## src/csq_pkg.sv

```systemverilog
// ----------------------------------------------------------------------------
// csq_pkg: shared types and constants
// widths, command and status codes, queue request and response structs
// ----------------------------------------------------------------------------
package csq_pkg;

    localparam int MAX_WAITERS = 16;
    localparam int QW          = (MAX_WAITERS > 1) ? $clog2(MAX_WAITERS) : 1;
    localparam int LW          = $clog2(MAX_WAITERS + 1);
    localparam int CNT_W       = 16;
    localparam int ID_W        = 8;
    localparam int VALUE_W     = 17;

    localparam logic [CNT_W-1:0]   CNT_MAX   = '1;
    localparam logic [VALUE_W-1:0] VALUE_NEG = '1;

    typedef enum logic [2:0] {
        CMD_WAIT    = 3'd0,
        CMD_TEST    = 3'd1,
        CMD_SIGNAL  = 3'd2,
        CMD_READ    = 3'd3,
        CMD_TIMEOUT = 3'd4
    } cmd_t;

    typedef enum logic [3:0] {
        ST_GRANTED  = 4'd0,
        ST_QUEUED   = 4'd1,
        ST_BLOCK    = 4'd2,
        ST_WOKE     = 4'd3,
        ST_INCR     = 4'd4,
        ST_VALUE    = 4'd5,
        ST_REMOVED  = 4'd6,
        ST_NOTFOUND = 4'd7,
        ST_FULL     = 4'd8
    } status_t;

    typedef enum logic [1:0] {
        Q_NONE,
        Q_PUSH,
        Q_POP,
        Q_REMOVE
    } q_op_t;

    typedef struct packed {
        q_op_t            op;
        logic [ID_W-1:0]  id;
    } q_req_t;

    typedef struct packed {
        logic             done;
        logic             found;
        logic [ID_W-1:0]  id;
    } q_rsp_t;

    typedef enum logic [2:0] {
        QS_IDLE,
        QS_POP,
        QS_SCAN_RD,
        QS_SCAN_CMP,
        QS_SHIFT_RD,
        QS_SHIFT_WR,
        QS_DONE
    } q_state_t;

    typedef enum logic [1:0] {
        T_IDLE,
        T_QUEUE,
        T_OUT
    } top_state_t;

endpackage

```

## src/csq_queue.sv

```systemverilog
// ----------------------------------------------------------------------------
// csq_queue: waiter queue engine
// circular buffer in a one-port memory with a small sequencer that pushes,
// pops, and scans and compacts the queue to remove a named waiter
// ----------------------------------------------------------------------------
module csq_queue
    import csq_pkg::*;
(
    input  logic         clk,
    input  logic         rst_n,
    input  logic         clear,
    input  q_req_t       req,
    output q_rsp_t       rsp,
    output logic [LW-1:0] len
);

    localparam int SW = LW + 1;

    logic [ID_W-1:0] mem [MAX_WAITERS];

    q_state_t        state_reg, state_next;
    logic [QW-1:0]   head_reg, head_next;
    logic [LW-1:0]   len_reg, len_next;
    logic [LW-1:0]   off_reg, off_next;
    logic [ID_W-1:0] id_reg, id_next;
    logic            found_reg, found_next;
    logic [ID_W-1:0] out_id_reg, out_id_next;
    logic [ID_W-1:0] rd_data_reg;

    logic            mem_we;
    logic            mem_re;
    logic [ID_W-1:0] mem_wdata;
    logic [LW-1:0]   sel_off;
    logic [SW-1:0]   addr_sum;
    logic [SW-1:0]   addr_wrap;
    logic [QW-1:0]   addr;
    logic [QW-1:0]   head_inc;
    logic            more_scan;
    logic            more_shift;
    logic            match;

    // shared address unit: queue offset to physical slot
    always_comb
    begin
        addr_sum  = SW'(head_reg) + SW'(sel_off);
        addr_wrap = (addr_sum >= SW'(MAX_WAITERS)) ? addr_sum - SW'(MAX_WAITERS) : addr_sum;
        addr      = addr_wrap[QW-1:0];
    end

    assign head_inc   = (head_reg == QW'(MAX_WAITERS - 1)) ? '0 : head_reg + 1'b1;
    assign more_scan  = (off_reg + LW'(1)) < len_reg;
    assign more_shift = (off_reg + LW'(2)) < len_reg;
    assign match      = (rd_data_reg == id_reg);

    // next state
    always_comb
    begin
        state_next = state_reg;
        case (state_reg)
            QS_IDLE:
            begin
                case (req.op)
                    Q_PUSH:   state_next = QS_DONE;
                    Q_POP:    state_next = QS_POP;
                    Q_REMOVE: state_next = (len_reg == '0) ? QS_DONE : QS_SCAN_RD;
                    default:  state_next = QS_IDLE;
                endcase
            end
            QS_POP:      state_next = QS_DONE;
            QS_SCAN_RD:  state_next = QS_SCAN_CMP;
            QS_SCAN_CMP:
            begin
                if (match)
                    state_next = more_scan ? QS_SHIFT_RD : QS_DONE;
                else
                    state_next = more_scan ? QS_SCAN_RD : QS_DONE;
            end
            QS_SHIFT_RD: state_next = QS_SHIFT_WR;
            QS_SHIFT_WR: state_next = more_shift ? QS_SHIFT_RD : QS_DONE;
            QS_DONE:     state_next = QS_IDLE;
            default:     state_next = QS_IDLE;
        endcase
    end

    // datapath control
    always_comb
    begin
        head_next   = head_reg;
        len_next    = len_reg;
        off_next    = off_reg;
        id_next     = id_reg;
        found_next  = found_reg;
        out_id_next = out_id_reg;
        mem_we      = 1'b0;
        mem_re      = 1'b0;
        mem_wdata   = req.id;
        sel_off     = off_reg;
        case (state_reg)
            QS_IDLE:
            begin
                case (req.op)
                    Q_PUSH:
                    begin
                        sel_off  = len_reg;
                        mem_we   = 1'b1;
                        len_next = len_reg + 1'b1;
                    end
                    Q_POP:
                    begin
                        sel_off = '0;
                        mem_re  = 1'b1;
                    end
                    Q_REMOVE:
                    begin
                        id_next    = req.id;
                        off_next   = '0;
                        found_next = 1'b0;
                    end
                    default:
                    begin
                    end
                endcase
            end
            QS_POP:
            begin
                out_id_next = rd_data_reg;
                head_next   = head_inc;
                len_next    = len_reg - 1'b1;
            end
            QS_SCAN_RD:
            begin
                mem_re = 1'b1;
            end
            QS_SCAN_CMP:
            begin
                if (match)
                begin
                    found_next = 1'b1;
                    // match in the last slot: nothing to close up
                    if (!more_scan)
                        len_next = len_reg - 1'b1;
                end
                else if (more_scan)
                begin
                    off_next = off_reg + 1'b1;
                end
            end
            QS_SHIFT_RD:
            begin
                sel_off = off_reg + 1'b1;
                mem_re  = 1'b1;
            end
            QS_SHIFT_WR:
            begin
                mem_we    = 1'b1;
                mem_wdata = rd_data_reg;
                if (more_shift)
                    off_next = off_reg + 1'b1;
                else
                    len_next = len_reg - 1'b1;
            end
            default:
            begin
            end
        endcase
    end

    always_ff @(posedge clk or negedge rst_n)
    begin
        if (!rst_n)
        begin
            state_reg <= QS_IDLE;
            head_reg  <= '0;
            len_reg   <= '0;
        end
        else if (clear)
        begin
            state_reg <= QS_IDLE;
            head_reg  <= '0;
            len_reg   <= '0;
        end
        else
        begin
            state_reg <= state_next;
            head_reg  <= head_next;
            len_reg   <= len_next;
        end
    end

    always_ff @(posedge clk)
    begin
        off_reg    <= off_next;
        id_reg     <= id_next;
        found_reg  <= found_next;
        out_id_reg <= out_id_next;
    end

    // waiter id store
    always_ff @(posedge clk)
    begin
        if (mem_we)
            mem[addr] <= mem_wdata;
        if (mem_re)
            rd_data_reg <= mem[addr];
    end

    assign rsp.done  = (state_reg == QS_DONE);
    assign rsp.found = found_reg;
    assign rsp.id    = out_id_reg;
    assign len       = len_reg;

endmodule

```

## src/counting_semaphore_wait_queue_unit.sv

```systemverilog
// ----------------------------------------------------------------------------
// counting_semaphore_wait_queue_unit: counting semaphore with fifo wait queue
// grant, block, increment, read and full go from accept to the output register;
//   a queued wait, a wake and a timeout first run the queue sequencer, a timeout
//   scanning entries and closing up the gap behind a match
// flow: one item at a time; the next command is taken once the last result is
//   loaded, and the single-port waiter memory and its scan sequencer hold it
// reset: count and queue empty, no result pending; the store needs no sweep
// ----------------------------------------------------------------------------
module counting_semaphore_wait_queue_unit
    import csq_pkg::*;
(
    input  logic        clk,
    input  logic        rst_n,
    // initial count register, also empties the queue
    input  logic        cfg_wr_en,
    input  logic [15:0] cfg_wr_data,
    // command items
    input  logic        s_tvalid,
    output logic        s_tready,
    input  logic [15:0] s_tdata,   // cmd[2:0], waiter[10:3], zero pad
    // result items
    output logic        m_tvalid,
    input  logic        m_tready,
    output logic [31:0] m_tdata    // status[3:0], woken[11:4], value[28:12], zero pad
);

    top_state_t       state_reg, state_next;
    logic [CNT_W-1:0] count_reg, count_next;
    status_t          pend_status_reg, pend_status_next;
    logic [ID_W-1:0]  pend_woken_reg, pend_woken_next;
    logic             m_tvalid_reg, m_tvalid_next;
    status_t          out_status_reg, out_status_next;
    logic [ID_W-1:0]  out_woken_reg, out_woken_next;
    logic [VALUE_W-1:0] out_value_reg, out_value_next;

    cmd_t             in_cmd;
    logic [ID_W-1:0]  in_waiter;
    logic             accept;
    logic             out_load;
    q_req_t           q_req;
    q_rsp_t           q_rsp;
    logic [LW-1:0]    q_len;

    // input unpacking
    assign in_cmd    = cmd_t'(s_tdata[2:0]);
    assign in_waiter = s_tdata[10:3];

    assign s_tready = (state_reg == T_IDLE);
    assign accept   = s_tvalid && s_tready;
    // output register frees when empty or being drained this cycle
    assign out_load = (state_reg == T_OUT) && (!m_tvalid_reg || m_tready);

    csq_queue u_queue (
        .clk   (clk),
        .rst_n (rst_n),
        .clear (cfg_wr_en),
        .req   (q_req),
        .rsp   (q_rsp),
        .len   (q_len)
    );

    // next state
    always_comb
    begin
        state_next = state_reg;
        case (state_reg)
            T_IDLE:
            begin
                if (accept)
                    state_next = (q_req.op != Q_NONE) ? T_QUEUE : T_OUT;
            end
            T_QUEUE:
            begin
                if (q_rsp.done)
                    state_next = T_OUT;
            end
            T_OUT:
            begin
                if (out_load)
                    state_next = T_IDLE;
            end
            default: state_next = T_IDLE;
        endcase
    end

    // command decode, count update and result assembly
    always_comb
    begin
        count_next       = count_reg;
        pend_status_next = pend_status_reg;
        pend_woken_next  = pend_woken_reg;
        m_tvalid_next    = m_tvalid_reg && !m_tready;
        out_status_next  = out_status_reg;
        out_woken_next   = out_woken_reg;
        out_value_next   = out_value_reg;
        q_req.op         = Q_NONE;
        q_req.id         = in_waiter;
        case (state_reg)
            T_IDLE:
            begin
                if (accept)
                begin
                    pend_woken_next = '0;
                    case (in_cmd)
                        CMD_WAIT:
                        begin
                            if (count_reg != '0)
                            begin
                                count_next       = count_reg - 1'b1;
                                pend_status_next = ST_GRANTED;
                            end
                            else if (q_len < LW'(MAX_WAITERS))
                            begin
                                q_req.op         = Q_PUSH;
                                pend_status_next = ST_QUEUED;
                            end
                            else
                            begin
                                pend_status_next = ST_FULL;
                            end
                        end
                        CMD_TEST:
                        begin
                            if (count_reg != '0)
                            begin
                                count_next       = count_reg - 1'b1;
                                pend_status_next = ST_GRANTED;
                            end
                            else
                            begin
                                pend_status_next = ST_BLOCK;
                            end
                        end
                        CMD_SIGNAL:
                        begin
                            if (q_len != '0)
                            begin
                                q_req.op         = Q_POP;
                                pend_status_next = ST_WOKE;
                            end
                            else
                            begin
                                // saturates at the top of the range
                                if (count_reg != CNT_MAX)
                                    count_next = count_reg + 1'b1;
                                pend_status_next = ST_INCR;
                            end
                        end
                        CMD_TIMEOUT:
                        begin
                            q_req.op         = Q_REMOVE;
                            pend_status_next = ST_REMOVED;
                        end
                        default:
                        begin
                            // read and the unused codes
                            pend_status_next = ST_VALUE;
                        end
                    endcase
                end
            end
            T_QUEUE:
            begin
                if (q_rsp.done)
                begin
                    if (pend_status_reg == ST_REMOVED && !q_rsp.found)
                        pend_status_next = ST_NOTFOUND;
                    if (pend_status_reg == ST_WOKE)
                        pend_woken_next = q_rsp.id;
                end
            end
            T_OUT:
            begin
                if (out_load)
                begin
                    m_tvalid_next   = 1'b1;
                    out_status_next = pend_status_reg;
                    out_woken_next  = pend_woken_reg;
                    // -1 while anyone is still queued
                    out_value_next  = (q_len != '0) ? VALUE_NEG : {1'b0, count_reg};
                end
            end
            default:
            begin
            end
        endcase
        if (cfg_wr_en)
            count_next = cfg_wr_data;
    end

    always_ff @(posedge clk or negedge rst_n)
    begin
        if (!rst_n)
        begin
            state_reg    <= T_IDLE;
            count_reg    <= '0;
            m_tvalid_reg <= 1'b0;
        end
        else
        begin
            state_reg    <= state_next;
            count_reg    <= count_next;
            m_tvalid_reg <= m_tvalid_next;
        end
    end

    always_ff @(posedge clk)
    begin
        pend_status_reg <= pend_status_next;
        pend_woken_reg  <= pend_woken_next;
        out_status_reg  <= out_status_next;
        out_woken_reg   <= out_woken_next;
        out_value_reg   <= out_value_next;
    end

    // result packing
    assign m_tvalid = m_tvalid_reg;
    assign m_tdata  = {3'b000, out_value_reg, out_woken_reg, out_status_reg};

endmodule

```

## config.mk

```make
export PLATFORM = sky130hd
export DESIGN_NAME = counting_semaphore_wait_queue_unit
export DESIGN_NICKNAME = d
export VERILOG_FILES = /design/src/csq_pkg.sv /design/src/csq_queue.sv /design/src/counting_semaphore_wait_queue_unit.sv
export SDC_FILE = /design/constraint.sdc
export NUM_CORES = 1
export LEC_CHECK = 0
export ABC_AREA = 1
export ABC_CLOCK_PERIOD_IN_PS = 5080
export BUFFER_PORTS_ARGS = -buffer_cell sky130_fd_sc_hd__clkbuf_2
export CAP_MARGIN = 20
export CORE_ASPECT_RATIO = 1.25
export CORE_MARGIN = 2
export CORE_UTILIZATION = 30
export DETAILED_ROUTE_END_ITERATION = 10
export HOLD_SLACK_MARGIN = 0.05
export MAX_ROUTING_LAYER = met4
export PLACE_DENSITY_LB_ADDON = 0.2
export SYNTH_ARGS = -nofsm -noshare
export SYNTH_HDL_FRONTEND = slang
export SYNTH_SLANG_ARGS = --single-unit
```

## constraint.sdc

```tcl
create_clock -name clk -period 5.08 [get_ports clk]
set_clock_uncertainty 0.1 [all_clocks]
set_input_delay 0.254 -clock clk [delete_from_list [all_inputs] [get_ports clk]]
set_output_delay 0.254 -clock clk [all_outputs]
set_load 0.005 [all_outputs]
```

==> results.ini, run 1 <==
[cells_and_area]
design_area_sq_um=13400
drive_above_1_share_pct=13.8
largest_register_ffs=128
antennaDiodeCount=0
n_fill_cell=3776
syn_to_final_growth_pct=18.3
nNetsFinal=1357

[sta]
hold_viol=0
setup_tns_ns=0
post-route-min-period_ns=4.58
setup_violations=0
rsz0062_at_grt=false
fmax_mhz=218
slew_viol_final=0
worst_slew_pin_slew_ns=0.879
slew_headroom_pct=41.4
post-route-period-util_pct=90.2

[synthesis]
synth_edf_count=199
synthArstFlopShare_pct=13.5
synth.distinct_cells=48
synth-seq-area-share_pct=59.5
syn_avg_cell_area_sq_um=9.87
yosys.area_share.simple_pct=23.5
synth.most_common_cell=nand2_1
synth_xor_area_share_pct=1.53
netlist_instances=1151
netlist_area_sq_um=11400
synth_area_leaders=edfxtp_1 53%, nand2_1 13%, dfrtp_1 6.8%
yosysWarnings=0
synth_seq_cells=230
synth_top_area_share_pct=52.6
synth_top_family_by_area=simple AND/OR/NAND/NOR gates
muxShareOfSynthArea_pct=0
synth_top_cell_by_area=edfxtp_1
synth_compound_area_share_pct=5.37
synthAdderAreaFrac_pct=4.61
ys.flop_type=edfxtp_1
synthTopCellsByCount=394 x nand2_1, 199 x edfxtp_1, 117 x inv_1

[clock_network]
ctsLongestPathBuffers=3
htree_levels=1
clk_latency_ns=0.52
clk_pin_slew_worst_paths_ns=0.06
cts_root_buffer=clkbuf_16
clkSinkCount=230
numCtsBuffers=24
cts_tree=done

[placement]
placed_area_sq_um=12400
portBuffers=62
dp_hpwl_um=19800
place_congestion=0.848

[worst_setup_path]
arrival_ns=4.86
crit_path_start_kind=flip-flop
crit_path_max_fanout=12
cp.required_ns=5.35
criticalPathCategory=flip-flop to flip-flop
cp-end-kind=flip-flop

[grt]
grt_antenna_before_repair=0
grt_overflow_total=0
grt_max_degree=32
grtUsageMet2_pct=25.7
grt_pass1_wl_um=43200
grtUsageMet3_pct=1.85
grtUsageMet1_pct=16.6
grt_pass1_vias=8196
grt_use_total_pct=14.3
busiest_layer=met2

[drt]
routed_via_density=4.50
wl_per_cell_um=15.1
drc_errors=0
firstDrtPassIters=4
drtAntennaViolNets=0
vias=8023
wl_um=26800
drtIter0Drc=407

[die]
fp-row-count=79
core_region_area_sq_um=37300
ios=71
start_util_pct=30.5
die_y_um=222
die_w_um=178
dieArea_sq_um=39400

[power_and_ir_drop]
leakage_nw=5.68
p_total_mw=9.35
ir_drop_mv=0.392
p_per_area_nw_per_um2=696

[hold_path]
hp-class=input pin to flip-flop

[job]
maxCapViolCount=0

[outcome]
outcome=finished clean

==> per-stage QoR <==
| stage | worst slack (ns) | cells | hold slack (ns) | util [%] |
|---|---|---|---|---|
| 6_report | 0.496 | 1782 | 0.0872 | 36.0 |
| 5_1_grt | 0.0609 | 1782 | 0.0885 | 36.0 |
| 4_1_cts | 0.290 | 1781 | 0.0648 | 36.0 |
| 3_5_place_dp | 0.308 | 1712 | 0.305 | 33.3 |
| 3_3_place_gp | 0.359 | 1712 | 0.302 | 33.3 |
| 2_1_floorplan | 0.857 | 1153 | -0.142 | - |
==> layout by cell type, fill, tap and decap left out, drive strengths merged, types with 9 or more instances in the layout <==
cell / synthesis / routed
nor2: 88 / 88
nor3: 9 / 9
clkbuf: 11 / 93
edfxtp: 199 / 199
o21ai: 25 / 25
a21oi: 23 / 23
a22oi: 32 / 32
nand3: 64 / 64
inv: 122 / 121
xor2: 10 / 10
buf: 18 / 41
nand4: 29 / 29
clkinv: 1 / 11
nand2: 405 / 405
ha: 37 / 37
dfrtp: 31 / 31
dlygate4sd3: 0 / 27
or2: 12 / 12
xnor2: 9 / 9
==> kinds of logic (layout without fill, tap and decap cells) <==
family,after synthesis,in the layout
adder cells (fa/ha/maj),40,40
XOR/XNOR,19,19
buffers and inverters,152,295
other,1,3
flip-flops,230,230
AND/OR/NAND/NOR,616,616
AO/OA/AOI/OAI,93,93
==> layout make-up <==
cell class | count | area [sq um] | share of cell area, %
timing repair buffer | 130 | 888 | 6.61
sequential | 230 | 6750 | 50.3
clock buffer | 31 | 648 | 4.82
inverter | 123 | 465 | 3.46
clock inverter | 11 | 70.1 | 0.522
tap | 486 | 608 | 4.53
multi-input combinational | 771 | 4000 | 29.8
==> repair_timing <==
action                                  4_1_cts  5_1_grt
endpoints found under the hold margin        58        0
endpoints found under the setup margin        0       61
resized for setup                             0        4
setup buffers                                 0        1
hold buffers                                 27        0
==> worst paths after layout <==
path                                   start  depth (start not counted)                     end  slack, ns
max in group asynchronous              rst_n                          2     u_queue.head_reg[2]       4.01
min in group asynchronous              rst_n                          2            count_reg[3]       0.30
hold reg to reg            pend_woken_reg[2]                          0        out_woken_reg[2]       0.32
setup reg to reg                count_reg[8]                         23  u_queue.rd_data_reg[2]       0.50
setup / recovery                count_reg[8]                         23  u_queue.rd_data_reg[2]       0.50
hold / removal                    s_tdata[2]                          3      pend_status_reg[2]       0.09
==> critical path: stages (launching register included) <==
cell      delay, ns
dfrtp_1        0.48
nor2_1         0.14
nand2_1        0.05
nor2_1         0.20
nand3_1        0.14
nand2_1        0.12
nand2_1        0.14
inv_1          0.11
ha_1           0.30
nor2_2         0.23
a221oi_1       0.10
a211oi_1       0.27
ha_1           0.23
inv_1          0.05
fa_1           0.54
nand2_1        0.07
inv_1          0.36
buf_4          0.26
nand2_1        0.06
nand4_1        0.10
nand2_1        0.06
nand2_1        0.07
nand3_1        0.15
nand2_1        0.10
==> where the power goes <==
| part | leakage [nW] | internal [mW] | switching [mW] |
|---|---|---|---|
| registers | 2.21 | 2.60 | 0.226 |
| clock network | 0.350 | 0.941 | 0.679 |
| logic | 3.13 | 1.71 | 3.20 |
| total | 5.68 | 5.24 | 4.11 |
==> per-layer routing <==
metal / part of all wire, % / up-vias
li1: - / 4101
met1: 43 / 3768
met2: 52 / 119
met3: 3.3 / 35
met4: 2.0 / 0
met5: 0 / -
Power figures use the tool's default switching activity.
==> run 2, diff against run 1 <==
==> constraint.sdc (replaced) <==
create_clock -name clk -period 5.08 [get_ports clk]
set_clock_uncertainty 0.1 [all_clocks]
set_input_delay 0.508 -clock clk [delete_from_list [all_inputs] [get_ports clk]]
set_output_delay 0.508 -clock clk [all_outputs]
set_load 0.005 [all_outputs]
==> results.ini, run 2 (synthesis results as in run 1) <==
[outcome]
outcome=finished clean

[clock_network]
clk_latency_ns=0.53
ctsLongestPathBuffers=3
clk_pin_slew_worst_paths_ns=0.06
clkSinkCount=230
cts_tree=done
post-cts-setup-buffer-count=0
numCtsBuffers=26
cts_root_buffer=clkbuf_16
htree_levels=1

[cells_and_area]
final_common_cell=nand2_1
drive_above_1_share_pct=14.1
nNetsFinal=1330
final_cell_mix=394 x nand2_1, 199 x edfxtp_1, 117 x inv_1
syn_to_final_growth_pct=17.6
n_fill_cell=3761
antennaDiodeCount=0
largest_register_ffs=128

[placement]
dp_slack_ns=0.186
dp_hpwl_um=20000
place_congestion=0.838
portBuffers=62

[worst_setup_path]
arrival_ns=4.69
crit_path_max_fanout=18
reg2reg_slack_ns=0.57
cp.required_ns=5.26
cp-end-kind=flip-flop
crit_path_start_kind=flip-flop
criticalPathCategory=flip-flop to flip-flop

[drt]
drtAntennaViolNets=0
drc_errors=0
routed_via_density=4.50
drtIter0Drc=416
firstDrtPassIters=5
wl_per_cell_um=15.4
vias=7909
wl_um=27100

[sta]
fin_ws_ns=0.569
rsz0062_at_grt=false
setup_violations=0
post-route-period-util_pct=88.8
post-route-min-period_ns=4.51
setup_tns_ns=0
worst_slew_pin_slew_ns=0.865
fmax_mhz=222
slew_viol_final=0
hold_viol=0
slew_headroom_pct=42.3

[power_and_ir_drop]
p_per_area_nw_per_um2=728
ir_drop_mv=0.375
leakage_nw=5.66

[die]
dieArea_sq_um=39400
ios=71
core_region_area_sq_um=37300
fp-row-count=79
die_y_um=222
start_util_pct=30.5
die_w_um=178

[hold_path]
hp-class=input pin to flip-flop

[grt]
grt_pass1_wl_um=43200
grt_use_total_pct=14.4
grt_pass1_vias=8110
grt_antenna_before_repair=0
grt_overflow_total=0
grt_max_degree=32

[job]
maxCapViolCount=0

run 2: per-stage QoR:
| stage | hold WS (ns) | total power [mW] | utilization, % | std cells | area (sq um) |
|---|---|---|---|---|---|
| CTS | 0.0502 | 9.84 | 35.8 | 1759 | 13300 |
| detailed placement | 0.305 | 7.84 | 33.4 | 1709 | 12400 |
| floorplan | 0.112 | 6.24 | - | 1153 | 11400 |
| global route | 0.0616 | 10.6 | 35.8 | 1759 | 13400 |
| finish | 0.0757 | 9.72 | 35.8 | 1759 | 13400 |
| global placement | 0.301 | 7.84 | 33.4 | 1709 | 12400 |
run 2: worst paths after layout:
kind,endpoint,from,depth (start not counted)
setup reg to reg,u_queue.mem[4][2],u_queue.len[1],19
hold reg to reg,out_woken_reg[2],pend_woken_reg[2],0
max in group asynchronous,m_tvalid,rst_n,2
setup / recovery,u_queue.mem[4][2],u_queue.len[1],19
min in group asynchronous,count_reg[2],rst_n,2
hold / removal,u_queue.id_reg[2],s_tdata[5],1
run 2: power breakdown:
part           switching [mW]  internal, mW
sequential              0.233          2.60
combinational            3.23          1.70
clock                   0.746          1.22
run 2: layout make-up:
cell class,instances,area (sq um),area share [%]
repair buffers,101,633,4.74
clock inverters,17,206,1.55
flip-flops and latches,230,6750,50.5
clock buffers,31,691,5.17
well taps,486,608,4.55
multi-input cells,771,4010,30.0
inverters,123,462,3.46
run 2: timing repair:
item	in CTS	in global routing
hold endpoints to repair	32	0
hold buffers	2	0
setup endpoints to repair	0	72
resized for setup	0	1
run 2: worst max-delay path, stage by stage, from the launching register on:
cell and delay [ns]:
dfrtp_1 0.40, inv_1 0.27, nand4_4 0.25, nand2_2 0.14, nand2_1 0.07, inv_1 0.10
nor2_1 0.06, inv_1 0.08, ha_1 0.29, nor2_1 0.16, a221oi_1 0.09, a211oi_1 0.25
ha_1 0.23, inv_1 0.06, fa_1 0.48, xor2_4 0.51, inv_2 0.29, nand2_2 0.19
nor2_1 0.06, buf_4 0.17
run 2: per-layer routing:
layer	routed length [um]	GRT usage (%)	up-vias
met2	14200	26.0	115
met1	11500	16.6	3696
met4	505	3.33	0
met5	0	-	-
met3	979	1.97	39
li1	-	-	4059
